## config.mk

```make
export PLATFORM = sky130hd
export DESIGN_NAME = wavelength_to_rgb_color
export DESIGN_NICKNAME = d
export VERILOG_FILES = /design/src/rtl/core/wtrgb_pkg.sv /design/src/rtl/core/wavelength_to_rgb_color.sv /design/src/rtl/core/wtrgb_cdiv.sv /design/src/rtl/core/wtrgb_gamma.sv
export SDC_FILE = /design/constraint.sdc
export NUM_CORES = 2
export LEC_CHECK = 0
export BUFFER_PORTS_ARGS = -buffer_cell sky130_fd_sc_hd__buf_2
export CAP_MARGIN = 10
export CELL_PAD_IN_SITES_DETAIL_PLACEMENT = 1
export CELL_PAD_IN_SITES_GLOBAL_PLACEMENT = 1
export CORE_ASPECT_RATIO = 1.2
export CORE_MARGIN = 2
export CORE_UTILIZATION = 40
export CTS_CLUSTER_DIAMETER = 150
export DETAILED_ROUTE_END_ITERATION = 6
export GPL_TIMING_DRIVEN = 1
export PLACE_DENSITY = 0.68
export SYNTH_ARGS = -nofsm -noshare
export SYNTH_HDL_FRONTEND = slang
export SYNTH_SLANG_ARGS = --single-unit
```

## constraint.sdc

```tcl
create_clock -name clk -period 7.45 [get_ports clk]
set_input_delay 0.3725 -clock clk [delete_from_list [all_inputs] [get_ports clk]]
set_output_delay 0.3725 -clock clk [all_outputs]
set_load 0.01 [all_outputs]
```

## src/rtl/core/wtrgb_pkg.sv

```systemverilog
// ----------------------------------------------------------------------------
// wtrgb_pkg
// Shared constants, codes and helpers for the wavelength to RGB color mapper.
// ----------------------------------------------------------------------------
package wtrgb_pkg;

  localparam int GAMMA_INDEX_BITS_DEF = 10;

  localparam int W_W   = 14;  // wavelength field width
  localparam int NUM_W = 14;  // ramp numerator width
  localparam int RCP_W = 24;  // reciprocal width
  localparam int Q_W   = 17;  // Q1.16 fraction, with room for 1.0
  localparam int LVL_W = 8;

  localparam logic [Q_W-1:0] ONE_Q16 = 17'h1_0000;

  // band and fade edges, sixteenths of a nm
  localparam logic [W_W-1:0] W_380 = 14'd6080;
  localparam logic [W_W-1:0] W_440 = 14'd7040;
  localparam logic [W_W-1:0] W_490 = 14'd7840;
  localparam logic [W_W-1:0] W_510 = 14'd8160;
  localparam logic [W_W-1:0] W_580 = 14'd9280;
  localparam logic [W_W-1:0] W_645 = 14'd10320;
  localparam logic [W_W-1:0] W_781 = 14'd12496;
  localparam logic [W_W-1:0] W_420 = 14'd6720;
  localparam logic [W_W-1:0] W_701 = 14'd11216;
  localparam logic [W_W-1:0] W_780 = 14'd12480;

  localparam logic [NUM_W-1:0] FADE_LO_BASE = 14'd1920;
  localparam logic [NUM_W-1:0] FADE_HI_BASE = 14'd3840;
  localparam logic [NUM_W-1:0] FADE_SLOPE   = 14'd7;

  // divider span select codes
  localparam logic [2:0] DIV_960   = 3'd0;
  localparam logic [2:0] DIV_800   = 3'd1;
  localparam logic [2:0] DIV_320   = 3'd2;
  localparam logic [2:0] DIV_1120  = 3'd3;
  localparam logic [2:0] DIV_1040  = 3'd4;
  localparam logic [2:0] DIV_6400  = 3'd5;
  localparam logic [2:0] DIV_12800 = 3'd6;

  localparam logic [63:0] TWO32 = 64'h1_0000_0000;
  localparam logic [RCP_W-1:0] RCP_960   = 24'(TWO32 / 64'd960);
  localparam logic [RCP_W-1:0] RCP_800   = 24'(TWO32 / 64'd800);
  localparam logic [RCP_W-1:0] RCP_320   = 24'(TWO32 / 64'd320);
  localparam logic [RCP_W-1:0] RCP_1120  = 24'(TWO32 / 64'd1120);
  localparam logic [RCP_W-1:0] RCP_1040  = 24'(TWO32 / 64'd1040);
  localparam logic [RCP_W-1:0] RCP_6400  = 24'(TWO32 / 64'd6400);
  localparam logic [RCP_W-1:0] RCP_12800 = 24'(TWO32 / 64'd12800);

  // channel / factor modes
  localparam logic [1:0] CH_ZERO = 2'd0;
  localparam logic [1:0] CH_ONE  = 2'd1;
  localparam logic [1:0] CH_RAMP = 2'd2;

  // fallback color when every channel is dark
  localparam logic [LVL_W-1:0] FALLBACK_RED   = 8'd100;
  localparam logic [LVL_W-1:0] FALLBACK_GREEN = 8'd0;
  localparam logic [LVL_W-1:0] FALLBACK_BLUE  = 8'd101;

  // 255^5
  localparam logic [63:0] PEAK5 = 64'd1078203909375;

  function automatic logic [NUM_W-1:0] div_span(input logic [2:0] sel);
    logic [NUM_W-1:0] s;
    unique case (sel)
      DIV_960:   s = 14'd960;
      DIV_800:   s = 14'd800;
      DIV_320:   s = 14'd320;
      DIV_1120:  s = 14'd1120;
      DIV_1040:  s = 14'd1040;
      DIV_6400:  s = 14'd6400;
      DIV_12800: s = 14'd12800;
      default:   s = 14'd960;
    endcase
    return s;
  endfunction

  function automatic logic [RCP_W-1:0] div_recip(input logic [2:0] sel);
    logic [RCP_W-1:0] r;
    unique case (sel)
      DIV_960:   r = RCP_960;
      DIV_800:   r = RCP_800;
      DIV_320:   r = RCP_320;
      DIV_1120:  r = RCP_1120;
      DIV_1040:  r = RCP_1040;
      DIV_6400:  r = RCP_6400;
      DIV_12800: r = RCP_12800;
      default:   r = RCP_960;
    endcase
    return r;
  endfunction

endpackage

```

## src/rtl/core/wavelength_to_rgb_color.sv

```systemverilog
// ----------------------------------------------------------------------------
// wavelength_to_rgb_color
// Maps a wavelength in sixteenths of a nm to an 8-bit RGB color.
// ----------------------------------------------------------------------------
// Input channel in_valid/in_ready carries in_wavelength_q4; output channel
// out_valid/out_ready carries out_red_level, out_green_level, out_blue_level.
// One result beat per input beat, in order.
// Throughput: one beat per cycle while out_ready keeps up. Stages:
// band decode, reciprocal multiply, divide correction, channel times
// fade factor, then eight gamma search stages whose last register drives
// the outputs.
// Each stage holds its own valid bit and advances whenever the stage after
// it is empty or moving, so bubbles close up and input keeps flowing while
// a result waits. When out_ready stays low the stages fill and in_ready
// drops once all twelve are full; nothing is dropped or repeated.
// Synchronous active-low reset empties the pipeline; the gamma table is a
// constant and needs no loading.
// ----------------------------------------------------------------------------
module wavelength_to_rgb_color #(
  parameter int GAMMA_INDEX_BITS = wtrgb_pkg::GAMMA_INDEX_BITS_DEF
) (
  input  logic                            clk,
  input  logic                            rst_n,
  input  logic                            in_valid,
  output logic                            in_ready,
  input  logic [wtrgb_pkg::W_W-1:0]       in_wavelength_q4,
  output logic                            out_valid,
  input  logic                            out_ready,
  output logic [wtrgb_pkg::LVL_W-1:0]     out_red_level,
  output logic [wtrgb_pkg::LVL_W-1:0]     out_green_level,
  output logic [wtrgb_pkg::LVL_W-1:0]     out_blue_level
);

  localparam int NSTG  = 12;
  localparam int IDX_W = GAMMA_INDEX_BITS + 1;
  localparam int Q_W   = wtrgb_pkg::Q_W;
  localparam int NUM_W = wtrgb_pkg::NUM_W;

  // pipeline control
  logic [NSTG-1:0] v_r, vin, rdy, ld;

  assign vin = {v_r[NSTG-2:0], in_valid};

  always_comb begin
    rdy[NSTG-1] = !v_r[NSTG-1] || out_ready;
    for (int i = NSTG - 2; i >= 0; i--) begin
      rdy[i] = !v_r[i] || rdy[i+1];
    end
  end

  assign ld = rdy & vin;

  always_ff @(posedge clk) begin
    if (!rst_n) begin
      v_r <= '0;
    end else begin
      for (int i = 0; i < NSTG; i++) begin
        if (rdy[i]) begin
          v_r[i] <= vin[i];
        end
      end
    end
  end

  assign in_ready  = rdy[0];
  assign out_valid = v_r[NSTG-1];

  // stage 0: band decode
  logic [wtrgb_pkg::W_W-1:0] w;
  logic [NUM_W-1:0]          cnum_nxt, fnum_nxt, cnum0_r, fnum0_r;
  logic [2:0]                csel_nxt, fsel_nxt, csel0_r, fsel0_r;
  logic [2:0][1:0]           cmode_nxt, cmode0_r, cmode1_r, cmode2_r;
  logic [1:0]                fmode_nxt, fmode0_r, fmode1_r, fmode2_r;

  assign w = in_wavelength_q4;

  // channel order: [0] red, [1] green, [2] blue
  always_comb begin
    cnum_nxt  = '0;
    csel_nxt  = wtrgb_pkg::DIV_960;
    cmode_nxt = {3{wtrgb_pkg::CH_ZERO}};
    if (w >= wtrgb_pkg::W_380 && w < wtrgb_pkg::W_440) begin
      cnum_nxt     = wtrgb_pkg::W_440 - w;
      csel_nxt     = wtrgb_pkg::DIV_960;
      cmode_nxt[0] = wtrgb_pkg::CH_RAMP;
      cmode_nxt[2] = wtrgb_pkg::CH_ONE;
    end else if (w >= wtrgb_pkg::W_440 && w < wtrgb_pkg::W_490) begin
      cnum_nxt     = w - wtrgb_pkg::W_440;
      csel_nxt     = wtrgb_pkg::DIV_800;
      cmode_nxt[1] = wtrgb_pkg::CH_RAMP;
      cmode_nxt[2] = wtrgb_pkg::CH_ONE;
    end else if (w >= wtrgb_pkg::W_490 && w < wtrgb_pkg::W_510) begin
      cnum_nxt     = wtrgb_pkg::W_510 - w;
      csel_nxt     = wtrgb_pkg::DIV_320;
      cmode_nxt[1] = wtrgb_pkg::CH_ONE;
      cmode_nxt[2] = wtrgb_pkg::CH_RAMP;
    end else if (w >= wtrgb_pkg::W_510 && w < wtrgb_pkg::W_580) begin
      cnum_nxt     = w - wtrgb_pkg::W_510;
      csel_nxt     = wtrgb_pkg::DIV_1120;
      cmode_nxt[0] = wtrgb_pkg::CH_RAMP;
      cmode_nxt[1] = wtrgb_pkg::CH_ONE;
    end else if (w >= wtrgb_pkg::W_580 && w < wtrgb_pkg::W_645) begin
      cnum_nxt     = wtrgb_pkg::W_645 - w;
      csel_nxt     = wtrgb_pkg::DIV_1040;
      cmode_nxt[0] = wtrgb_pkg::CH_ONE;
      cmode_nxt[1] = wtrgb_pkg::CH_RAMP;
    end else if (w >= wtrgb_pkg::W_645 && w < wtrgb_pkg::W_781) begin
      cmode_nxt[0] = wtrgb_pkg::CH_ONE;
    end
  end

  // fade factor; the upper ramp keeps its 780 nm anchor past 780 nm
  always_comb begin
    fnum_nxt  = '0;
    fsel_nxt  = wtrgb_pkg::DIV_6400;
    fmode_nxt = wtrgb_pkg::CH_ZERO;
    if (w >= wtrgb_pkg::W_380 && w < wtrgb_pkg::W_420) begin
      fnum_nxt  = wtrgb_pkg::FADE_LO_BASE
                + NUM_W'(wtrgb_pkg::FADE_SLOPE * (w - wtrgb_pkg::W_380));
      fsel_nxt  = wtrgb_pkg::DIV_6400;
      fmode_nxt = wtrgb_pkg::CH_RAMP;
    end else if (w >= wtrgb_pkg::W_420 && w < wtrgb_pkg::W_701) begin
      fmode_nxt = wtrgb_pkg::CH_ONE;
    end else if (w >= wtrgb_pkg::W_701 && w < wtrgb_pkg::W_781) begin
      if (w <= wtrgb_pkg::W_780) begin
        fnum_nxt = wtrgb_pkg::FADE_HI_BASE
                 + NUM_W'(wtrgb_pkg::FADE_SLOPE * (wtrgb_pkg::W_780 - w));
      end else begin
        fnum_nxt = wtrgb_pkg::FADE_HI_BASE
                 - NUM_W'(wtrgb_pkg::FADE_SLOPE * (w - wtrgb_pkg::W_780));
      end
      fsel_nxt  = wtrgb_pkg::DIV_12800;
      fmode_nxt = wtrgb_pkg::CH_RAMP;
    end
  end

  always_ff @(posedge clk) begin
    if (ld[0]) begin
      cnum0_r  <= cnum_nxt;
      csel0_r  <= csel_nxt;
      fnum0_r  <= fnum_nxt;
      fsel0_r  <= fsel_nxt;
      cmode0_r <= cmode_nxt;
      fmode0_r <= fmode_nxt;
    end
  end

  // stages 1-2: ramp dividers
  logic [Q_W-1:0] cq, fq;

  wtrgb_cdiv u_cdiv_chan (
    .clk     (clk),
    .en      (ld[2:1]),
    .num_in  (cnum0_r),
    .sel_in  (csel0_r),
    .quo_out (cq)
  );

  wtrgb_cdiv u_cdiv_fade (
    .clk     (clk),
    .en      (ld[2:1]),
    .num_in  (fnum0_r),
    .sel_in  (fsel0_r),
    .quo_out (fq)
  );

  always_ff @(posedge clk) begin
    if (ld[1]) begin
      cmode1_r <= cmode0_r;
      fmode1_r <= fmode0_r;
    end
    if (ld[2]) begin
      cmode2_r <= cmode1_r;
      fmode2_r <= fmode1_r;
    end
  end

  // stage 3: channel times factor, gamma index
  logic [Q_W-1:0]            fval, pm;
  logic [2*Q_W-1:0]          pm_full;
  logic [2:0][Q_W-1:0]       p;
  logic [2:0][IDX_W-1:0]     idx_nxt, idx3_r;
  logic                      pur_nxt, pur3_r;

  always_comb begin
    unique case (fmode2_r)
      wtrgb_pkg::CH_ONE:  fval = wtrgb_pkg::ONE_Q16;
      wtrgb_pkg::CH_RAMP: fval = fq;
      default:            fval = '0;
    endcase
    pm_full = (2*Q_W)'(cq) * (2*Q_W)'(fval);
    pm      = pm_full[16 +: Q_W];
    for (int c = 0; c < 3; c++) begin
      unique case (cmode2_r[c])
        wtrgb_pkg::CH_ONE:  p[c] = fval;
        wtrgb_pkg::CH_RAMP: p[c] = pm;
        default:            p[c] = '0;
      endcase
      idx_nxt[c] = p[c][Q_W-1 -: IDX_W];
    end
    pur_nxt = (p[0] == '0) && (p[1] == '0) && (p[2] == '0);
  end

  always_ff @(posedge clk) begin
    if (ld[3]) begin
      idx3_r <= idx_nxt;
      pur3_r <= pur_nxt;
    end
  end

  // stages 4-11: gamma search
  wtrgb_gamma #(
    .GAMMA_INDEX_BITS (GAMMA_INDEX_BITS)
  ) u_gamma_red (
    .clk         (clk),
    .en          (ld[11:4]),
    .idx_in      (idx3_r[0]),
    .fixed_in    (pur3_r),
    .fixed_level (wtrgb_pkg::FALLBACK_RED),
    .level_out   (out_red_level)
  );

  wtrgb_gamma #(
    .GAMMA_INDEX_BITS (GAMMA_INDEX_BITS)
  ) u_gamma_green (
    .clk         (clk),
    .en          (ld[11:4]),
    .idx_in      (idx3_r[1]),
    .fixed_in    (pur3_r),
    .fixed_level (wtrgb_pkg::FALLBACK_GREEN),
    .level_out   (out_green_level)
  );

  wtrgb_gamma #(
    .GAMMA_INDEX_BITS (GAMMA_INDEX_BITS)
  ) u_gamma_blue (
    .clk         (clk),
    .en          (ld[11:4]),
    .idx_in      (idx3_r[2]),
    .fixed_in    (pur3_r),
    .fixed_level (wtrgb_pkg::FALLBACK_BLUE),
    .level_out   (out_blue_level)
  );

endmodule

```

## src/rtl/core/wtrgb_cdiv.sv

```systemverilog
// ----------------------------------------------------------------------------
// wtrgb_cdiv
// Two-stage divide of num * 65536 by one of a few constant spans: reciprocal
// multiply, then one compare-and-increment correction.
// ----------------------------------------------------------------------------
module wtrgb_cdiv (
  input  logic                            clk,
  input  logic [1:0]                      en,
  input  logic [wtrgb_pkg::NUM_W-1:0]     num_in,
  input  logic [2:0]                      sel_in,
  output logic [wtrgb_pkg::Q_W-1:0]       quo_out
);

  localparam int PROD_W = wtrgb_pkg::NUM_W + wtrgb_pkg::RCP_W;
  localparam int REM_W  = wtrgb_pkg::Q_W + wtrgb_pkg::NUM_W;

  logic [PROD_W-1:0]              prod;
  logic [wtrgb_pkg::Q_W-1:0]      q0_nxt, q0_r;
  logic [wtrgb_pkg::NUM_W-1:0]    num_r;
  logic [2:0]                     sel_r;
  logic [wtrgb_pkg::NUM_W-1:0]    span;
  logic [REM_W-1:0]               scaled, qs, rem;
  logic [wtrgb_pkg::Q_W-1:0]      quo_nxt, quo_r;

  always_comb begin
    prod   = PROD_W'(num_in) * PROD_W'(wtrgb_pkg::div_recip(sel_in));
    q0_nxt = prod[16 +: wtrgb_pkg::Q_W];
  end

  always_ff @(posedge clk) begin
    if (en[0]) begin
      q0_r  <= q0_nxt;
      num_r <= num_in;
      sel_r <= sel_in;
    end
  end

  // estimate is low by at most one
  always_comb begin
    span    = wtrgb_pkg::div_span(sel_r);
    scaled  = REM_W'({num_r, 16'h0000});
    qs      = REM_W'(q0_r) * REM_W'(span);
    rem     = scaled - qs;
    quo_nxt = q0_r + wtrgb_pkg::Q_W'(rem >= REM_W'(span));
  end

  always_ff @(posedge clk) begin
    if (en[1]) begin
      quo_r <= quo_nxt;
    end
  end

  assign quo_out = quo_r;

endmodule

```

## src/rtl/core/wtrgb_gamma.sv

```systemverilog
// ----------------------------------------------------------------------------
// wtrgb_gamma
// Eight-stage binary search of a threshold table giving
// floor(255 * x^0.8) for one channel, with a fixed-level override.
// ----------------------------------------------------------------------------
module wtrgb_gamma #(
  parameter int GAMMA_INDEX_BITS = wtrgb_pkg::GAMMA_INDEX_BITS_DEF
) (
  input  logic                            clk,
  input  logic [7:0]                      en,
  input  logic [GAMMA_INDEX_BITS:0]       idx_in,
  input  logic                            fixed_in,
  input  logic [wtrgb_pkg::LVL_W-1:0]     fixed_level,
  output logic [wtrgb_pkg::LVL_W-1:0]     level_out
);

  localparam int IDX_W = GAMMA_INDEX_BITS + 1;
  localparam int N     = 1 << GAMMA_INDEX_BITS;

  typedef logic [255:0][IDX_W-1:0] thr_tab_t;

  // entry o: smallest index i with (o/255)^5 <= (i/N)^4
  function automatic thr_tab_t build_thr();
    thr_tab_t     tab;
    logic [127:0] lhs, rhs, ii, oo;
    logic [15:0]  lo, hi, mid;
    tab = '0;
    for (int o = 1; o < 256; o++) begin
      oo  = 128'(o);
      lhs = (oo * oo * oo * oo * oo) << (4 * GAMMA_INDEX_BITS);
      lo  = '0;
      hi  = 16'(N);
      for (int s = 0; s < 16; s++) begin
        if (lo < hi) begin
          mid = (lo + hi) >> 1;
          ii  = 128'(mid);
          rhs = ii * ii * ii * ii * 128'(wtrgb_pkg::PEAK5);
          if (rhs >= lhs) begin
            hi = mid;
          end else begin
            lo = mid + 16'd1;
          end
        end
      end
      tab[o] = IDX_W'(hi);
    end
    return tab;
  endfunction

  localparam thr_tab_t THR = build_thr();

  logic [7:0][wtrgb_pkg::LVL_W-1:0] o_r;
  logic [6:0][IDX_W-1:0]            idx_r;
  logic [6:0]                       fix_r;

  for (genvar k = 0; k < 8; k++) begin : g_stage
    logic [wtrgb_pkg::LVL_W-1:0] o_in, cand, o_nxt;
    logic [IDX_W-1:0]            i_in;
    logic                        f_in;

    if (k == 0) begin : g_first
      assign o_in = '0;
      assign i_in = idx_in;
      assign f_in = fixed_in;
    end else begin : g_rest
      assign o_in = o_r[k-1];
      assign i_in = idx_r[k-1];
      assign f_in = fix_r[k-1];
    end

    assign cand  = o_in | (8'd1 << (7 - k));
    assign o_nxt = (THR[cand] <= i_in) ? cand : o_in;

    if (k < 7) begin : g_mid
      always_ff @(posedge clk) begin
        if (en[k]) begin
          o_r[k]   <= o_nxt;
          idx_r[k] <= i_in;
          fix_r[k] <= f_in;
        end
      end
    end else begin : g_last
      always_ff @(posedge clk) begin
        if (en[k]) begin
          o_r[k] <= f_in ? fixed_level : o_nxt;
        end
      end
    end
  end

  assign level_out = o_r[7];

endmodule
```

==> impl_metrics.json <==
{
  "vias": 60138,
  "clockBufferDepth": 3,
  "vias_per_cell": 5.293,
  "synth_ff_type": "edfxtp_1",
  "dp_hpwl_um": 180000,
  "areaGrowthSynthToFinish_pct": 14.06,
  "io_pins": 44,
  "start_util": 0.4015,
  "r2r_slack_ps": -290,
  "arrival_ps": 8230,
  "drive_above_1_share": 0.1306,
  "syn_inst": 8341,
  "avgRoutedWirePerCell_um": 19.61,
  "grt.overflow.total": 0,
  "clockRootBuffer": "clkbuf_16",
  "placed_area_mm2": 0.08435,
  "cts.sinks": 557,
  "num_rows": 177,
  "drv_cap": 0,
  "worstSetupPathType": "flip-flop to flip-flop",
  "syn_nets": 10240,
  "violations": "negative setup slack",
  "synth-edff-count": 536,
  "worst_slack_ps": -288.0,
  "worst_pin_slew_ps": 1202,
  "r2r_cells": 27,
  "yosys.area.top_type": "fa_1",
  "fin_crit_sh": 1.039,
  "netlist.area_leader.share": 0.2499,
  "start_kind": "flip-flop",
  "grt_max_degree": 74,
  "gp_congestion": 0.8763,
  "die-area_mm2": 0.1976,
  "mappedNetlistArea_mm2": 0.07762,
  "setup_violations": 35,
  "totalWireLength_um": 222800,
  "hold_viol_final": 0,
  "ys_async_sr_fraction": 0,
  "seq_area_frac_synth": 0.2128,
  "clock_latency_ps": 680,
  "yosysWarnings": 0,
  "dp_slack_ps": -714.6,
  "clock_skew_ps": 44.29,
  "synth_seq_cells": 557,
  "antenna_left": 0,
  "crit_start": "fmode2_r[1]",
  "period_minus_slack_ps": 7738,
  "final_core_util": 0.4579,
  "worstSetupEndpoint": "pur3_r",
  "cp_max_fo": 8,
  "syn_area_per_cell_um2": 9.305,
  "r2r-start": "fmode2_r[1]",
  "diodes": 0,
  "timing.slew.headroom": 0.1987,
  "numCtsBuffers": 67,
  "htree_num_levels": 3,
  "grt_first_pass_wirelength_um": 358700,
  "r2r_end": "pur3_r",
  "synth_area_leaders": "fa_1 (25%), edfxtp_1 (21%), ha_1 (15%)",
  "fmax_mhz": 129.2,
  "rsz0062_at_grt": "yes",
  "fillers": 21932,
  "tritoncts": "yes",
  "synth_cell_types": 92,
  "drt_first_iter_violations": 2911,
  "critPathRequiredTime_ps": 7940,
  "cp-end-kind": "flip-flop",
  "drc": 0,
  "hold_class": "input port to flip-flop",
  "path_clk_slew_ps": 60,
  "grt_pass1_vias": 67416,
  "antenna_found_initial": 3,
  "drv_slew": 0,
  "grtUsageTotal": 0.2258,
  "num-nets-final": 10611,
  "core_area_mm2": 0.1933,
  "die_h_um": 486.5,
  "portBuffers": 43,
  "finalInstanceArea_mm2": 0.08853,
  "run_status": "complete, but fails checks",
  "die_w_um": 406.1,
  "drtPass1Iterations": 5
}
## what timing repair did
action	4_1_cts	5_1_grt
setup endpoints to repair	62	73
endpoints found under the hold margin	1	0
gates resized for setup	114	217
buffers inserted	24	33
gates cloned	0	1
hold buffers	1	0
pin swaps	78	132
## final cells by class
type	instances	area [µm²]	area share
multi-input combinational	5787	54940	0.6205
sequential	557	16520	0.1866
inverter	1611	6050	0.06833
timing repair buffer	688	5408	0.06108
tap	2595	3247	0.03668
clock buffer	89	1841	0.02079
clock inverter	35	533.0	0.006021
## cells by family (layout without fill, tap and decap cells)
group | count (synthesis) | after routing | synth area share
AO/OA/AOI/OAI | 1354 | 1354 | 0.1095
XOR/XNOR | 186 | 186 | 0.02099
adder cells (fa/ha/maj) | 1882 | 1882 | 0.3971
buffers and inverters | 1998 | 2423 | 0.09667
flip-flops | 557 | 557 | 0.2128
multiplexers | 97 | 97 | 0.01757
other | 1 | 1 | 0.00004831
AND/OR/NAND/NOR | 2266 | 2267 | 0.1454
## routing by layer
| layer | wire, µm | track usage | part of all wire |
|---|---|---|---|
| met3 | 6140 | 0.01907 | 0.028 |
| met4 | 7653 | 0.07446 | 0.034 |
| met2 | 120900 | 0.4353 | 0.54 |
| met1 | 88040 | 0.2585 | 0.40 |
| met5 | 27 | 0 | 0.00012 |
## Yosys cell counts (30+ instances only)
library cell	count
inv_1	1607
fa_1	969
ha_1	912
nand2_1	720
edfxtp_1	536
and2_1	404
nor2_1	369
o21ai_0	363
clkbuf_1	343
a21oi_1	334
nor2b_1	161
o21a_1	153
and3_1	129
xnor2_1	127
nor3_1	103
nand2b_1	99
nand3_1	92
nand4_1	71
a211oi_1	64
a31oi_1	63
xor2_1	59
o211ai_1	57
o22ai_1	56
mux2i_1	53
a21o_1	49
buf_1	41
or2_2	40
or3_1	34
mux4_2	30
## state kept, by name, indices dropped and copies added (netlist names), 8 cells and up, named ones only
signal                      cells
v_r                            12
u_gamma_red.g_stage.i_in       77
u_gamma_green.g_stage.o_in     28
u_gamma_green.level_out         8
u_gamma_red.level_out           8
u_cdiv_fade.quo_out            17
idx3_r                         33
u_cdiv_chan.num_r              14
cnum0_r                        14
fnum0_r                        14
u_gamma_red.g_stage.o_in       28
u_cdiv_fade.num_r              14
u_cdiv_chan.quo_out            17
u_gamma_blue.g_stage.i_in      77
u_gamma_green.g_stage.i_in     77
u_gamma_blue.level_out          8
u_cdiv_chan.q0_r               17
u_gamma_blue.g_stage.o_in      28
u_cdiv_fade.q0_r               17
## worst max-delay path, cell delays in order, from the launching register on
cell	delay, ps
edfxtp_1	480
ha_4	230
buf_12	140
buf_12	140
buf_8	120
a21oi_4	160
nor2_4	90
and2_4	170
fa_1	520
inv_2	40
fa_1	570
inv_2	50
fa_1	490
inv_2	40
fa_1	500
fa_1	540
inv_2	50
fa_1	570
ha_4	230
and3_4	180
a221o_1	380
o21ai_4	230
a31oi_4	130
o2111a_2	290
or4_4	560
a211oi_2	190
o22ai_1	120
nor4_2	330
## layout by cell type (no fill, tap or decap), drive strengths merged, types with 20 or more instances in the layout
cell       n
xor2      59
clkinv    20
nand2b    99
nor3     103
o21a     153
a311oi    21
inv     1614
a31oi     64
nand4     71
edfxtp   536
a21o      49
nor2     369
mux2i     53
o22ai     56
a211oi    65
nor2b    161
o21ai    368
nand2    720
xnor2    127
clkbuf    89
buf      687
and3     131
a21oi    334
nand3     92
fa       969
mux4      30
o211ai    57
and2     407
dfxtp     21
a21boi    20
a22oi     20
or3       35
o21bai    20
ha       912
or2       40
## worst min-delay path by stage
stage,endpoint,startpoint,cells after the start,slack [ps]
after global routing,v_r[7],rst_n,2,70
after global placement,u_gamma_green.g_stage[2].f_in,u_gamma_green.g_stage[1].f_in,0,400
after floorplan,cmode1_r[0],cmode0_r[0],0,400
after detailed placement,u_gamma_red.g_stage[4].f_in,u_gamma_green.g_stage[3].f_in,0,410
final,v_r[11],rst_n,2,60
after CTS,v_r[11],rst_n,2,10
## metrics by stage
stage	TNS [ps]	hold WS [ps]	instances
6_report	-4375	62.68	11362
2_1_floorplan	-100.6	400.3	8341
3_5_place_dp	-22040	405.7	11186
3_3_place_gp	-15030	404.2	11186
5_1_grt	-16810	66.37	11362
4_1_cts	-5513	9.813	11334
Power is not shown: default switching activity piles up to over one toggle a cycle in this logic, so the estimate is an artifact.
